`config.mk`:
```
export PLATFORM = sky130hd
export DESIGN_NAME = level_meter_peak_hold
export DESIGN_NICKNAME = d
export VERILOG_FILES = /design/src/rtl/core/lmph_pkg.sv /design/src/rtl/core/level_meter_peak_hold.sv
export SDC_FILE = /design/constraint.sdc
export NUM_CORES = 2
export LEC_CHECK = 0
export ABC_AREA = 1
export BUFFER_PORTS_ARGS = -buffer_cell sky130_fd_sc_hd__clkbuf_2
export CAP_MARGIN = 10
export CORE_AREA = 2 2 259 261
export CTS_CLUSTER_SIZE = 14
export DETAILED_ROUTE_END_ITERATION = 6
export DIE_AREA = 0 0 261 263
export GPL_ROUTABILITY_DRIVEN = 0
export GPL_TIMING_DRIVEN = 1
export MAX_ROUTING_LAYER = met4
export PLACE_DENSITY_LB_ADDON = 0.15
export SLEW_MARGIN = 20
export SYNTH_ARGS = -nofsm -noshare
export SYNTH_HDL_FRONTEND = slang
export SYNTH_SLANG_ARGS = --single-unit
```
`constraint.sdc`:
```
create_clock -name clk -period 29.4 [get_ports clk]
set_input_delay 5.88 -clock clk [delete_from_list [all_inputs] [get_ports clk]]
set_output_delay 5.88 -clock clk [all_outputs]
set_load 0.005 [all_outputs]
```
`src/rtl/core/lmph_pkg.sv`:
```
// Shared constants for the level meter with peak hold: register codes,
// reset values, the log2 fraction table and the dB scaling constant.
// No dependencies.
package lmph_pkg;

	// configuration register indices
	localparam int unsigned CFG_IDX_W = 2;
	localparam logic [CFG_IDX_W-1:0] CFG_HOLD_FRAMES = 2'd0;
	localparam logic [CFG_IDX_W-1:0] CFG_LEVEL_DECAY = 2'd1;
	localparam logic [CFG_IDX_W-1:0] CFG_HOLD_DECAY  = 2'd2;

	localparam int unsigned HOLD_W   = 8;
	localparam int unsigned FACTOR_W = 16;
	localparam int unsigned CFG_DATA_W = 16;

	localparam logic [HOLD_W-1:0]   HOLD_FRAMES_RST = 8'd45;
	localparam logic [FACTOR_W-1:0] LEVEL_DECAY_RST = 16'd58982;
	localparam logic [FACTOR_W-1:0] HOLD_DECAY_RST  = 16'd62259;

	// fraction below the leading one, table index and interpolation weight
	localparam int unsigned FRAC_W    = 20;
	localparam int unsigned TIDX_W    = 4;
	localparam int unsigned TREM_W    = 16;
	localparam int unsigned TAB_W     = 17;
	localparam int unsigned TAB_ADR_W = 5;
	localparam int unsigned TAB_N     = 17;

	typedef logic [TAB_W-1:0] tab_word_t;

	// round(65536 * log2(1 + i/16))
	localparam tab_word_t LOG2_TAB [TAB_N] = '{
		17'd0,     17'd5732,  17'd11136, 17'd16248, 17'd21098, 17'd25711,
		17'd30109, 17'd34312, 17'd38336, 17'd42196, 17'd45904, 17'd49472,
		17'd52911, 17'd56229, 17'd59434, 17'd62534, 17'd65536
	};

	// 20*log10(2) in Q16
	localparam int unsigned DBQ_W = 19;
	localparam logic [DBQ_W-1:0] DB_PER_OCTAVE_Q16 = 19'd394566;

endpackage

```
`src/rtl/core/level_meter_peak_hold.sv`:
```
// Level meter with fast attack and peak hold; uses lmph_pkg.
// An accepted amplitude passes the input, normalise, log2, dB and level registers,
// then the meter and peak registers that drive the result. Throughput: one amplitude
// per cycle unless a stalled result backs up the pipeline; set by the state update stage,
// where the meter and peak recurrences each close through one 16-bit multiply.
// Reset (arst_n low): meter, peak and hold count cleared, pipeline emptied, configuration back to its defaults.
module level_meter_peak_hold #(
	parameter int unsigned FLOOR_DB        = 60,
	parameter int unsigned INPUT_BITS      = 16,
	parameter int unsigned LEVEL_FRAC_BITS = 12
) (
	input  logic                                  clk,
	input  logic                                  arst_n,
	// amplitude transactions
	input  logic                                  item_valid,
	output logic                                  item_stall,
	input  logic [INPUT_BITS-1:0]                 amplitude,
	// result transactions
	output logic                                  result_valid,
	input  logic                                  result_stall,
	output logic [LEVEL_FRAC_BITS:0]              meter_level,
	output logic [LEVEL_FRAC_BITS:0]              peak_level,
	// configuration writes
	input  logic                                  cfg_valid,
	output logic                                  cfg_ready,
	input  logic [lmph_pkg::CFG_IDX_W-1:0]        cfg_index,
	input  logic [lmph_pkg::CFG_DATA_W-1:0]       cfg_data
);
	import lmph_pkg::*;

	// ---------------------------------------------------------------------
	// Derived widths
	// ---------------------------------------------------------------------
	// msb position of the amplitude
	localparam int unsigned PB_W   = $clog2(INPUT_BITS);
	// log2 in Q16, wide enough to hold INPUT_BITS << 16
	localparam int unsigned LQ_W   = $clog2(INPUT_BITS + 1) + 16;
	// dB scaling product and its value after the Q shift
	localparam int unsigned MUL_W  = LQ_W + DBQ_W;
	localparam int unsigned SH_DB  = 32 - LEVEL_FRAC_BITS;
	localparam int unsigned SC_W   = MUL_W - SH_DB;
	// exact floor division by FLOOR_DB: x * ceil(2^(SC_W+l) / D) >> (SC_W+l)
	localparam int unsigned DIV_L  = $clog2(FLOOR_DB);
	localparam int unsigned DIV_SH = SC_W + DIV_L;
	localparam int unsigned RCP_W  = SC_W + 1;
	localparam longint unsigned RCP_VAL =
		((64'd1 << DIV_SH) + FLOOR_DB - 1) / FLOOR_DB;
	localparam logic [RCP_W-1:0] RECIP = RCP_W'(RCP_VAL);
	localparam int unsigned DP_W   = SC_W + RCP_W;
	localparam int unsigned DROP_W = DP_W - DIV_SH;
	// output level, unsigned Q1.LEVEL_FRAC_BITS, so full scale fits
	localparam int unsigned OUT_W  = LEVEL_FRAC_BITS + 1;
	localparam int unsigned CMP_W  = (DROP_W > OUT_W) ? DROP_W : OUT_W;

	localparam logic [LQ_W-1:0]  LOG_REF    = LQ_W'(INPUT_BITS - 1) << 16;
	localparam logic [OUT_W-1:0] FULL_LEVEL = OUT_W'(1) << LEVEL_FRAC_BITS;

	// ---------------------------------------------------------------------
	// Configuration registers; writes are always taken
	// ---------------------------------------------------------------------
	logic [HOLD_W-1:0]   hold_frames_q;
	logic [FACTOR_W-1:0] level_decay_q;
	logic [FACTOR_W-1:0] hold_decay_q;

	assign cfg_ready = 1'b1;

	always_ff @(posedge clk or negedge arst_n) begin
		if (!arst_n) begin
			hold_frames_q <= HOLD_FRAMES_RST;
			level_decay_q <= LEVEL_DECAY_RST;
			hold_decay_q  <= HOLD_DECAY_RST;
		end else if (cfg_valid && cfg_ready) begin
			case (cfg_index)
				CFG_HOLD_FRAMES: hold_frames_q <= cfg_data[HOLD_W-1:0];
				CFG_LEVEL_DECAY: level_decay_q <= cfg_data[FACTOR_W-1:0];
				CFG_HOLD_DECAY:  hold_decay_q  <= cfg_data[FACTOR_W-1:0];
				default: ;  // unknown index: write dropped
			endcase
		end
	end

	// ---------------------------------------------------------------------
	// Flow control
	// Each stage loads when it is empty or its contents move on, so bubbles
	// close up and amplitudes keep being taken while a result waits, until every stage is full.
	// ---------------------------------------------------------------------
	logic v_s1, v_s2, v_s3, v_s4, v_s5;
	logic res_v_q;
	logic rdy_res, rdy_s5, rdy_s4, rdy_s3, rdy_s2, rdy_s1;

	assign rdy_res = !res_v_q || !result_stall;
	assign rdy_s5  = !v_s5 || rdy_res;
	assign rdy_s4  = !v_s4 || rdy_s5;
	assign rdy_s3  = !v_s3 || rdy_s4;
	assign rdy_s2  = !v_s2 || rdy_s3;
	assign rdy_s1  = !v_s1 || rdy_s2;

	assign item_stall   = !rdy_s1;
	assign result_valid = res_v_q;

	always_ff @(posedge clk or negedge arst_n) begin
		if (!arst_n) begin
			v_s1    <= 1'b0;
			v_s2    <= 1'b0;
			v_s3    <= 1'b0;
			v_s4    <= 1'b0;
			v_s5    <= 1'b0;
			res_v_q <= 1'b0;
		end else begin
			if (rdy_s1)  v_s1    <= item_valid;
			if (rdy_s2)  v_s2    <= v_s1;
			if (rdy_s3)  v_s3    <= v_s2;
			if (rdy_s4)  v_s4    <= v_s3;
			if (rdy_s5)  v_s5    <= v_s4;
			if (rdy_res) res_v_q <= v_s5;
		end
	end

	// ---------------------------------------------------------------------
	// Stage 1: input register
	// ---------------------------------------------------------------------
	logic [INPUT_BITS-1:0] amp_s1;

	always_ff @(posedge clk) begin
		if (rdy_s1) amp_s1 <= amplitude;
	end

	// ---------------------------------------------------------------------
	// Stage 2: leading-one detect and normalise.
	// The bits under the leading one become a 20-bit fraction; with more
	// than 20 of them the rest is truncated, with fewer it is zero padded.
	// ---------------------------------------------------------------------
	logic [PB_W-1:0]       msb_pos;
	logic [PB_W-1:0]       norm_sh;
	logic [INPUT_BITS-1:0] amp_norm;
	logic [INPUT_BITS+FRAC_W-2:0] frac_ext;

	always_comb begin
		msb_pos = '0;
		for (int i = 0; i < INPUT_BITS; i++) begin
			if (amp_s1[i]) msb_pos = PB_W'(i);
		end
	end

	assign norm_sh  = PB_W'(INPUT_BITS - 1) - msb_pos;
	assign amp_norm = amp_s1 << norm_sh;
	assign frac_ext = {amp_norm[INPUT_BITS-2:0], {FRAC_W{1'b0}}};

	logic [PB_W-1:0]   pos_s2;
	logic [FRAC_W-1:0] frac_s2;
	logic              zero_s2;

	always_ff @(posedge clk) begin
		if (rdy_s2) begin
			pos_s2  <= msb_pos;
			frac_s2 <= frac_ext[INPUT_BITS+FRAC_W-2 -: FRAC_W];
			zero_s2 <= (amp_s1 == '0);
		end
	end

	// ---------------------------------------------------------------------
	// Stage 3: table interpolation to log2 in Q16, distance below full scale
	// ---------------------------------------------------------------------
	logic [TAB_ADR_W-1:0]     tab_lo;
	logic [TAB_ADR_W-1:0]     tab_hi;
	logic [TREM_W-1:0]        tab_rem;
	tab_word_t                tab_diff;
	logic [TAB_W+TREM_W-1:0]  interp;
	tab_word_t                log_frac;
	logic [LQ_W-1:0]          log_q;

	assign tab_lo   = TAB_ADR_W'(frac_s2[FRAC_W-1 -: TIDX_W]);
	assign tab_hi   = tab_lo + TAB_ADR_W'(1);
	assign tab_rem  = frac_s2[TREM_W-1:0];
	assign tab_diff = LOG2_TAB[tab_hi] - LOG2_TAB[tab_lo];
	assign interp   = (TAB_W+TREM_W)'(tab_diff) * (TAB_W+TREM_W)'(tab_rem);
	assign log_frac = LOG2_TAB[tab_lo] + TAB_W'(interp >> TREM_W);
	assign log_q    = (LQ_W'(pos_s2) << 16) + LQ_W'(log_frac);

	logic [LQ_W-1:0] delta_s3;
	logic            full_s3;
	logic            zero_s3;

	always_ff @(posedge clk) begin
		if (rdy_s3) begin
			delta_s3 <= LOG_REF - log_q;
			full_s3  <= (log_q >= LOG_REF);
			zero_s3  <= zero_s2;
		end
	end

	// ---------------------------------------------------------------------
	// Stage 4: scale octaves to dB, keep LEVEL_FRAC_BITS fraction bits
	// ---------------------------------------------------------------------
	logic [MUL_W-1:0] db_prod;

	assign db_prod = MUL_W'(delta_s3) * MUL_W'(DB_PER_OCTAVE_Q16);

	logic [SC_W-1:0] scaled_s4;
	logic            full_s4;
	logic            zero_s4;

	always_ff @(posedge clk) begin
		if (rdy_s4) begin
			scaled_s4 <= db_prod[MUL_W-1:SH_DB];
			full_s4   <= full_s3;
			zero_s4   <= zero_s3;
		end
	end

	// ---------------------------------------------------------------------
	// Stage 5: divide by the floor through the reciprocal, clamp to range
	// ---------------------------------------------------------------------
	logic [DP_W-1:0]   div_prod;
	logic [DROP_W-1:0] drop;
	logic [OUT_W-1:0]  level_new;

	assign div_prod = DP_W'(scaled_s4) * DP_W'(RECIP);
	assign drop     = div_prod[DP_W-1:DIV_SH];

	always_comb begin
		if (zero_s4)
			level_new = '0;
		else if (full_s4)
			level_new = FULL_LEVEL;
		else if (CMP_W'(drop) >= CMP_W'(FULL_LEVEL))
			level_new = '0;
		else
			level_new = FULL_LEVEL - OUT_W'(drop);
	end

	logic [OUT_W-1:0] level_s5;

	always_ff @(posedge clk) begin
		if (rdy_s5) level_s5 <= level_new;
	end

	// ---------------------------------------------------------------------
	// Stage 6: ballistics. Fast attack on the meter, peak capture with a
	// saturating hold count; these registers also drive the result ports.
	// ---------------------------------------------------------------------
	logic [OUT_W-1:0]  meter_q;
	logic [OUT_W-1:0]  peak_q;
	logic [HOLD_W-1:0] hold_cnt_q;

	logic [OUT_W+FACTOR_W-1:0] meter_prod;
	logic [OUT_W+FACTOR_W-1:0] peak_prod;
	logic [HOLD_W-1:0]         hold_dec;

	assign meter_prod = (OUT_W+FACTOR_W)'(meter_q) * (OUT_W+FACTOR_W)'(level_decay_q);
	assign peak_prod  = (OUT_W+FACTOR_W)'(peak_q) * (OUT_W+FACTOR_W)'(hold_decay_q);
	// counter sticks at zero once run out
	assign hold_dec   = (hold_cnt_q != '0) ? hold_cnt_q - HOLD_W'(1) : '0;

	function automatic logic level_new_gt_meter(
		input logic [OUT_W-1:0] lvl,
		input logic [OUT_W-1:0] cur
	);
		return lvl > cur;
	endfunction

	always_ff @(posedge clk or negedge arst_n) begin
		if (!arst_n) begin
			meter_q    <= '0;
			peak_q     <= '0;
			hold_cnt_q <= '0;
		end else if (v_s5 && rdy_res) begin
			if (level_new_gt_meter(level_s5, meter_q))
				meter_q <= level_s5;
			else
				meter_q <= meter_prod[OUT_W+FACTOR_W-1:FACTOR_W];

			if (level_s5 >= peak_q) begin
				peak_q     <= level_s5;
				hold_cnt_q <= hold_frames_q;
			end else begin
				hold_cnt_q <= hold_dec;
				// decays on the very step the count reaches zero
				if (hold_dec == '0) peak_q <= peak_prod[OUT_W+FACTOR_W-1:FACTOR_W];
			end
		end
	end

	assign meter_level = meter_q;
	assign peak_level  = peak_q;

endmodule

```
# --- Yosys cells after proc, flatten, opt, wreduce, memory -nomap -nowiden ---
# Memories as Yosys holds them, arrays and structs flattened.
# Cells that the tools add are included.
classes:
  n_mux: 26
  n_reduce_logical: 25
  n_mul: 5
  shift: 1
  bitwise: 2
  addsub: 8
  eq_ne: 2
  order_cmp: 6
ops:
  columns: ["operator", "n"]
  rows:
  - ["17-bit 2-to-1 mux", 4]
  - ["13-bit 2-to-1 mux", 5]
  - ["13-bit by 16-bit multiplier with 29-bit output", 2]
  - ["4-bit 2-to-1 mux", 14]
  - ["20-bit by 20-bit multiplier with 40-bit output, second input constant", 1]
  - ["21-bit by 18-bit multiplier with 39-bit output, second input constant", 1]
  - ["17-bit by 11-bit multiplier with 28-bit output", 1]
  - ["20-bit by 17-bit adder with 21-bit output", 1]
  - ["21-bit by 20-bit >= comparator with 1-bit output, second input constant", 1]
  - ["20-bit by 21-bit subtractor with 21-bit output, first input constant", 1]
  - ["17-bit adder", 1]
  - ["17-bit subtractor", 1]
  - ["16-bit logical NOT", 1]
  - ["8-bit 2-to-1 mux", 2]
  - ["16-bit by 4-bit left shift with 15-bit output", 1]
  - ["15-bit by 13-bit >= comparator with 1-bit output, second input constant", 1]
  - ["13-bit >= comparator", 1]
  - ["13-bit greater-than comparator", 1]
  - ["13-bit subtractor, first input constant", 1]
  - ["6-bit >= comparator, second input constant", 2]
  - ["1-bit logical NOT", 8]
  - ["8-bit logical NOT", 1]
  - ["2-bit AND reduction", 4]
  - ["8-bit nonzero test", 1]
  - ["13 further kinds", 18]
word_totals:
  regBits: 174
  word_cells: 101
  rom_bits: 1088
  inputBits: 39
  n_memories: 2
mem_list:
  columns: ["name", "depth", "width", "rd", "rd_ports_with_merged_regs", "wr", "line", "source"]
  rows:
  - ["(no name shown)", 32, 17, 1, 0, 0, "level_meter_peak_hold.sv:177", "assign log_frac = LOG2_TAB[tab_lo] + TAB_W'(interp >> TREM_W);"]
  - ["(no name shown)", 32, 17, 1, 0, 0, "level_meter_peak_hold.sv:175", "assign tab_diff = LOG2_TAB[tab_hi] - LOG2_TAB[tab_lo];"]

# --- Longest topological paths before layout ---
logic_depth:
  ltp_word: 17
  mapped_depth: 62
  depth_no_buf: 62

# --- Worst setup path before layout ---
# Ideal clock, no wire load.
synth_path:
  path_type: "input -> output"
  startpoint: "in result_stall"
  endpoint: "out item_stall"
  n_path_buf: 0
  arrival_time_ps: 8154
  stages: 10
  setup_slack_ps: 15366
  required_time_ps: 23520
  cell_sequence: "nand2_1 > nor2_1 > inv_1 > nor2_1 > inv_1 > nor2_1 > inv_1 > nor2_1 > inv_1 > nor2_1"
synth_between:
  elab_chain_cells: 8
synth_lines:
  columns: ["item", "line", "source"]
  rows:
  - ["from (decl)", "level_meter_peak_hold.sv:20", "input logic result_stall,"]
  - ["1-bit logical NOT", "level_meter_peak_hold.sv:91", "assign rdy_res = !res_v_q || !result_stall;"]
  - ["1-bit logical OR", "level_meter_peak_hold.sv:91", null]
  - ["1-bit logical OR", "level_meter_peak_hold.sv:92", "assign rdy_s5 = !v_s5 || rdy_res;"]
  - ["via rdy_s5", "level_meter_peak_hold.sv:89", "logic rdy_res, rdy_s5, rdy_s4, rdy_s3, rdy_s2, rdy_s1;"]
  - ["1-bit logical OR", "level_meter_peak_hold.sv:93", "assign rdy_s4 = !v_s4 || rdy_s5;"]
  - ["via rdy_s4", "level_meter_peak_hold.sv:89", null]
  - ["1-bit logical OR", "level_meter_peak_hold.sv:94", "assign rdy_s3 = !v_s3 || rdy_s4;"]
  - ["via rdy_s3", "level_meter_peak_hold.sv:89", null]
  - ["1-bit logical OR", "level_meter_peak_hold.sv:95", "assign rdy_s2 = !v_s2 || rdy_s3;"]
  - ["via rdy_s2", "level_meter_peak_hold.sv:89", null]
  - ["1-bit logical OR", "level_meter_peak_hold.sv:96", "assign rdy_s1 = !v_s1 || rdy_s2;"]
  - ["1-bit logical NOT", "level_meter_peak_hold.sv:98", "assign item_stall = !rdy_s1;"]
  - ["to (decl)", "level_meter_peak_hold.sv:16", "output logic item_stall,"]
# The timed path passes the listed nets, and every way through them passes these cells.

# --- Final worst setup path ---
# Same ends and word-level chain as after synthesis.

==> impl_metrics.csv <==
group,metric,value,unit
run_status,outcome,"finished clean",
timing,skew,15.0,ps
logic_synthesis,ys_ff_latch,174,
setup_path,path_buf_inv,7,
cts,cts-root-buf,"clkbuf_16",
setup_path,start_kind,"input pin",
floorplanning,die-area,68600,sq um
logic_synthesis,syn-cell-area,39100,sq um
logic_synthesis,syn_area_per_cell,8.00,sq um
setup_path,required,23520,ps
grt,grt_remaining_overflow,0,
grt,antenna_found_initial,0,
placement,dp_hpwl,77.3,mm
timing,fin_crit_sh,50.3,%
layout,syn2layout_area_growth,4.31,%
placement,dp.cells,5710,
setup_path,critPathMaxFanout,25,
logic_synthesis,syn_inst,4892,
logic_synthesis,synth.yosys.seq_area_share,12.4,%
logic_synthesis,ys_types,72,
layout,nets,6041,
grt,grt_max_degree,59,
logic_synthesis,async_flop_share,46.0,%
timing,timing.final.max_slew_violations,0,
timing,slew_headroom,30.6,%
cts,cts_hold_buf,0,
drt,initialDrtViolationCount,2010,
setup_path,critical_path.top_delay_family,"buffers and inverters",
drt,ant_nets,0,
logic_synthesis,synth-edff-count,94,
cts,cts_setup_buffers,0,
layout,regArea,4850,sq um
drt,wl_per_cell,16.0,um
setup_path,crit_path_start,"result_stall",
setup_path,r2r_slack,17360,ps
drt,via_per_inst,5.37,
floorplanning,initial_core_util,59.6,%
layout,n_antenna_cell,0,
timing,worstMarginPinSlew,1040,ps
floorplanning,die_w,261,um
drt,drc,0,
cts,cts_buffers,17,
setup_path,crit_chain,"clkbuf_2 -> nand2_1 -> nor2_1 -> inv_1 -> nor2_1 -> inv_1 -> nor2_1 -> inv_1 -> nor2_1 -> inv_1 -> buf_4 -> nor2_1 -> clkbuf_2",
layout,multi_input_area,29300,sq um
cts,worstSkewPairLatency,490,ps
timing,max_freq,67.6,MHz
worst_hold_path,hold_class,"flip-flop to flip-flop",
logic_synthesis,synthAdderAreaFrac,46.8,%
setup_path,endpoint_kind,"output pin",
setup_path,regToRegStartpoint,"frac_s2[16]",
setup_path,path_common_cell,"nor2_1",
layout,postLayoutCoreUtil,62.2,%
timing,setup_viol,0,
layout,final_cell_area,40800,sq um
cts,path_clk_slew,70,ps
cts,cts.sinks,174,
logic_synthesis,yosys.area_share.xor_xnor,2.37,%
drt,wirelength,91.6,mm
drt,vias,30813,
timing,min_period,14790,ps
setup_path,path_class,"input pin to output pin",
logic_synthesis,synth_compound_area_share,8.26,%
cts,cts_resized,0,
grt,grt_pass1_vias,31580,
cts,cts.htree.levels,4,
cts,clk_path_buf_depth,2,
grt,grt.total_usage,28.9,%
setup_path,worstPathArrival,8910,ps
grt,grt_pass1_wl,155,mm
floorplanning,row_count,94,
timing,rsz0062_at_grt,"false",
logic_synthesis,synth-simple-area-share,17.3,%
logic_synthesis,synth_nets,6068,
logic_synthesis,synthMuxAreaShare,0.0767,%
logic_synthesis,synthFlopType,"edfxtp_1",
layout,fin_cells,5742,
placement,dpl_cell_area,40200,sq um
logic_synthesis,synth_top_family_by_area,"adder cells",
setup_path,cpPeakStageDelay,720,ps
timing,setup_tns,0,ps
logic_synthesis,yosys_warnings,0,
layout,fillCellCount,5848,
job,cap_viol_max_count,0,
worst_hold_path,hp-start,"zero_s3",
floorplanning,io_pins,68,
setup_path,cp_slowest_cell,"inv_1",
layout,drive_gt1_share,5.35,%
drt,dr.pass1.iters,6,
placement,io_buffers,66,
floorplanning,core_area,65600,sq um
cts,cts_tree,"yes",
floorplanning,die_h,263,um
timing,timing_hold_violations_final,0,
[layout by cell type, fill, tap and decap left out, types with 10 or more instances in the layout]
cell / n
o21ai_0: 202
dfstp_2: 23
clkbuf_2: 65
a21oi_1: 216
inv_2: 13
nand2_4: 10
o22ai_1: 13
a21o_1: 13
nor2_2: 16
o21bai_1: 15
nor4_1: 11
o211ai_1: 23
edfxtp_1: 94
nand2_2: 21
dfrtp_1: 57
inv_1: 1179
xnor2_1: 28
xor2_1: 69
ha_1: 590
nand3_1: 131
a31oi_1: 17
a211oi_1: 13
fa_1: 547
buf_4: 23
or2_2: 13
nand2_1: 990
nand4_1: 29
clkbuf_16: 17
nor3_1: 32
nor2_1: 274
[cell usage after synthesis, types with 21 or more instances]
library cell	n	share of area [%]
clkbuf_1	124	1.2
xnor2_1	28	0.63
ha_1	590	19
nand2_1	990	9.5
inv_1	1179	11
o211ai_1	23	0.44
nand3_1	131	1.7
nand2_2	21	0.34
fa_1	547	28
edfxtp_1	94	7.2
nor3_1	32	0.41
dfstp_2	23	1.5
xor2_1	69	1.5
nand4_1	29	0.46
o21ai_0	202	2.6
nor2_1	274	2.6
dfrtp_1	57	3.6
a21oi_1	216	2.8
[stage by stage]
stage,hold WS (ps),setup WS [ps]
3_5_place_dp,415,14610
6_report,433,14610
4_1_cts,433,14590
2_1_floorplan,400,15370
5_1_grt,438,14280
3_3_place_gp,405,14640
[path summary, 6_finish.rpt]
path,end,cells after the start
max reg2reg,full_s3,58
min reg2reg,zero_s4,0
min in group asynchronous,meter_level[4],1
max in group asynchronous,peak_level[7],2
min,zero_s4,0
max,item_stall,13
[kinds of logic after synthesis]
kind of cell | Yosys count
buffers and inverters | 1329
muxes | 3
DFF | 174
adders and majority gates | 1137
AOI/OAI and AO/OA | 568
other | 1
and+or+nand+nor | 1579
xor gates and xnor gates | 101
[per-layer routing]
| metal | GRT usage (%) | vias to the layer above | part of all wire, % |
|---|---|---|---|
| met5 | - | - | 0 |
| li1 | - | 15024 | - |
| met4 | 7.63 | 0 | 2.4 |
| met1 | 37.9 | 14924 | 45 |
| met2 | 47.8 | 746 | 49 |
| met3 | 2.97 | 119 | 4.6 |
[layout make-up]
| cell class | instances | share of cell area [%] |
|---|---|---|
| clock buffer | 17 | 1.04 |
| sequential | 174 | 11.9 |
| tap | 864 | 2.65 |
| inverter | 1195 | 11.0 |
| multi-input combinational | 3389 | 71.7 |
| timing repair buffer | 88 | 1.22 |
| clock inverter | 15 | 0.499 |
[sequential cells by signal, indices dropped and copies added (netlist names), 4 cells and up]
name           count
amp_s1            16
delta_s3          21
frac_s2           15
hold_cnt_q         8
hold_decay_q      16
hold_frames_q      8
level_decay_q     16
level_s5          13
meter_level       13
peak_level        13
pos_s2             4
scaled_s4         20
Power is left out: the tool's default activity adds up to more than one toggle a clock period on the data nets, which glitch-free logic cannot reach.
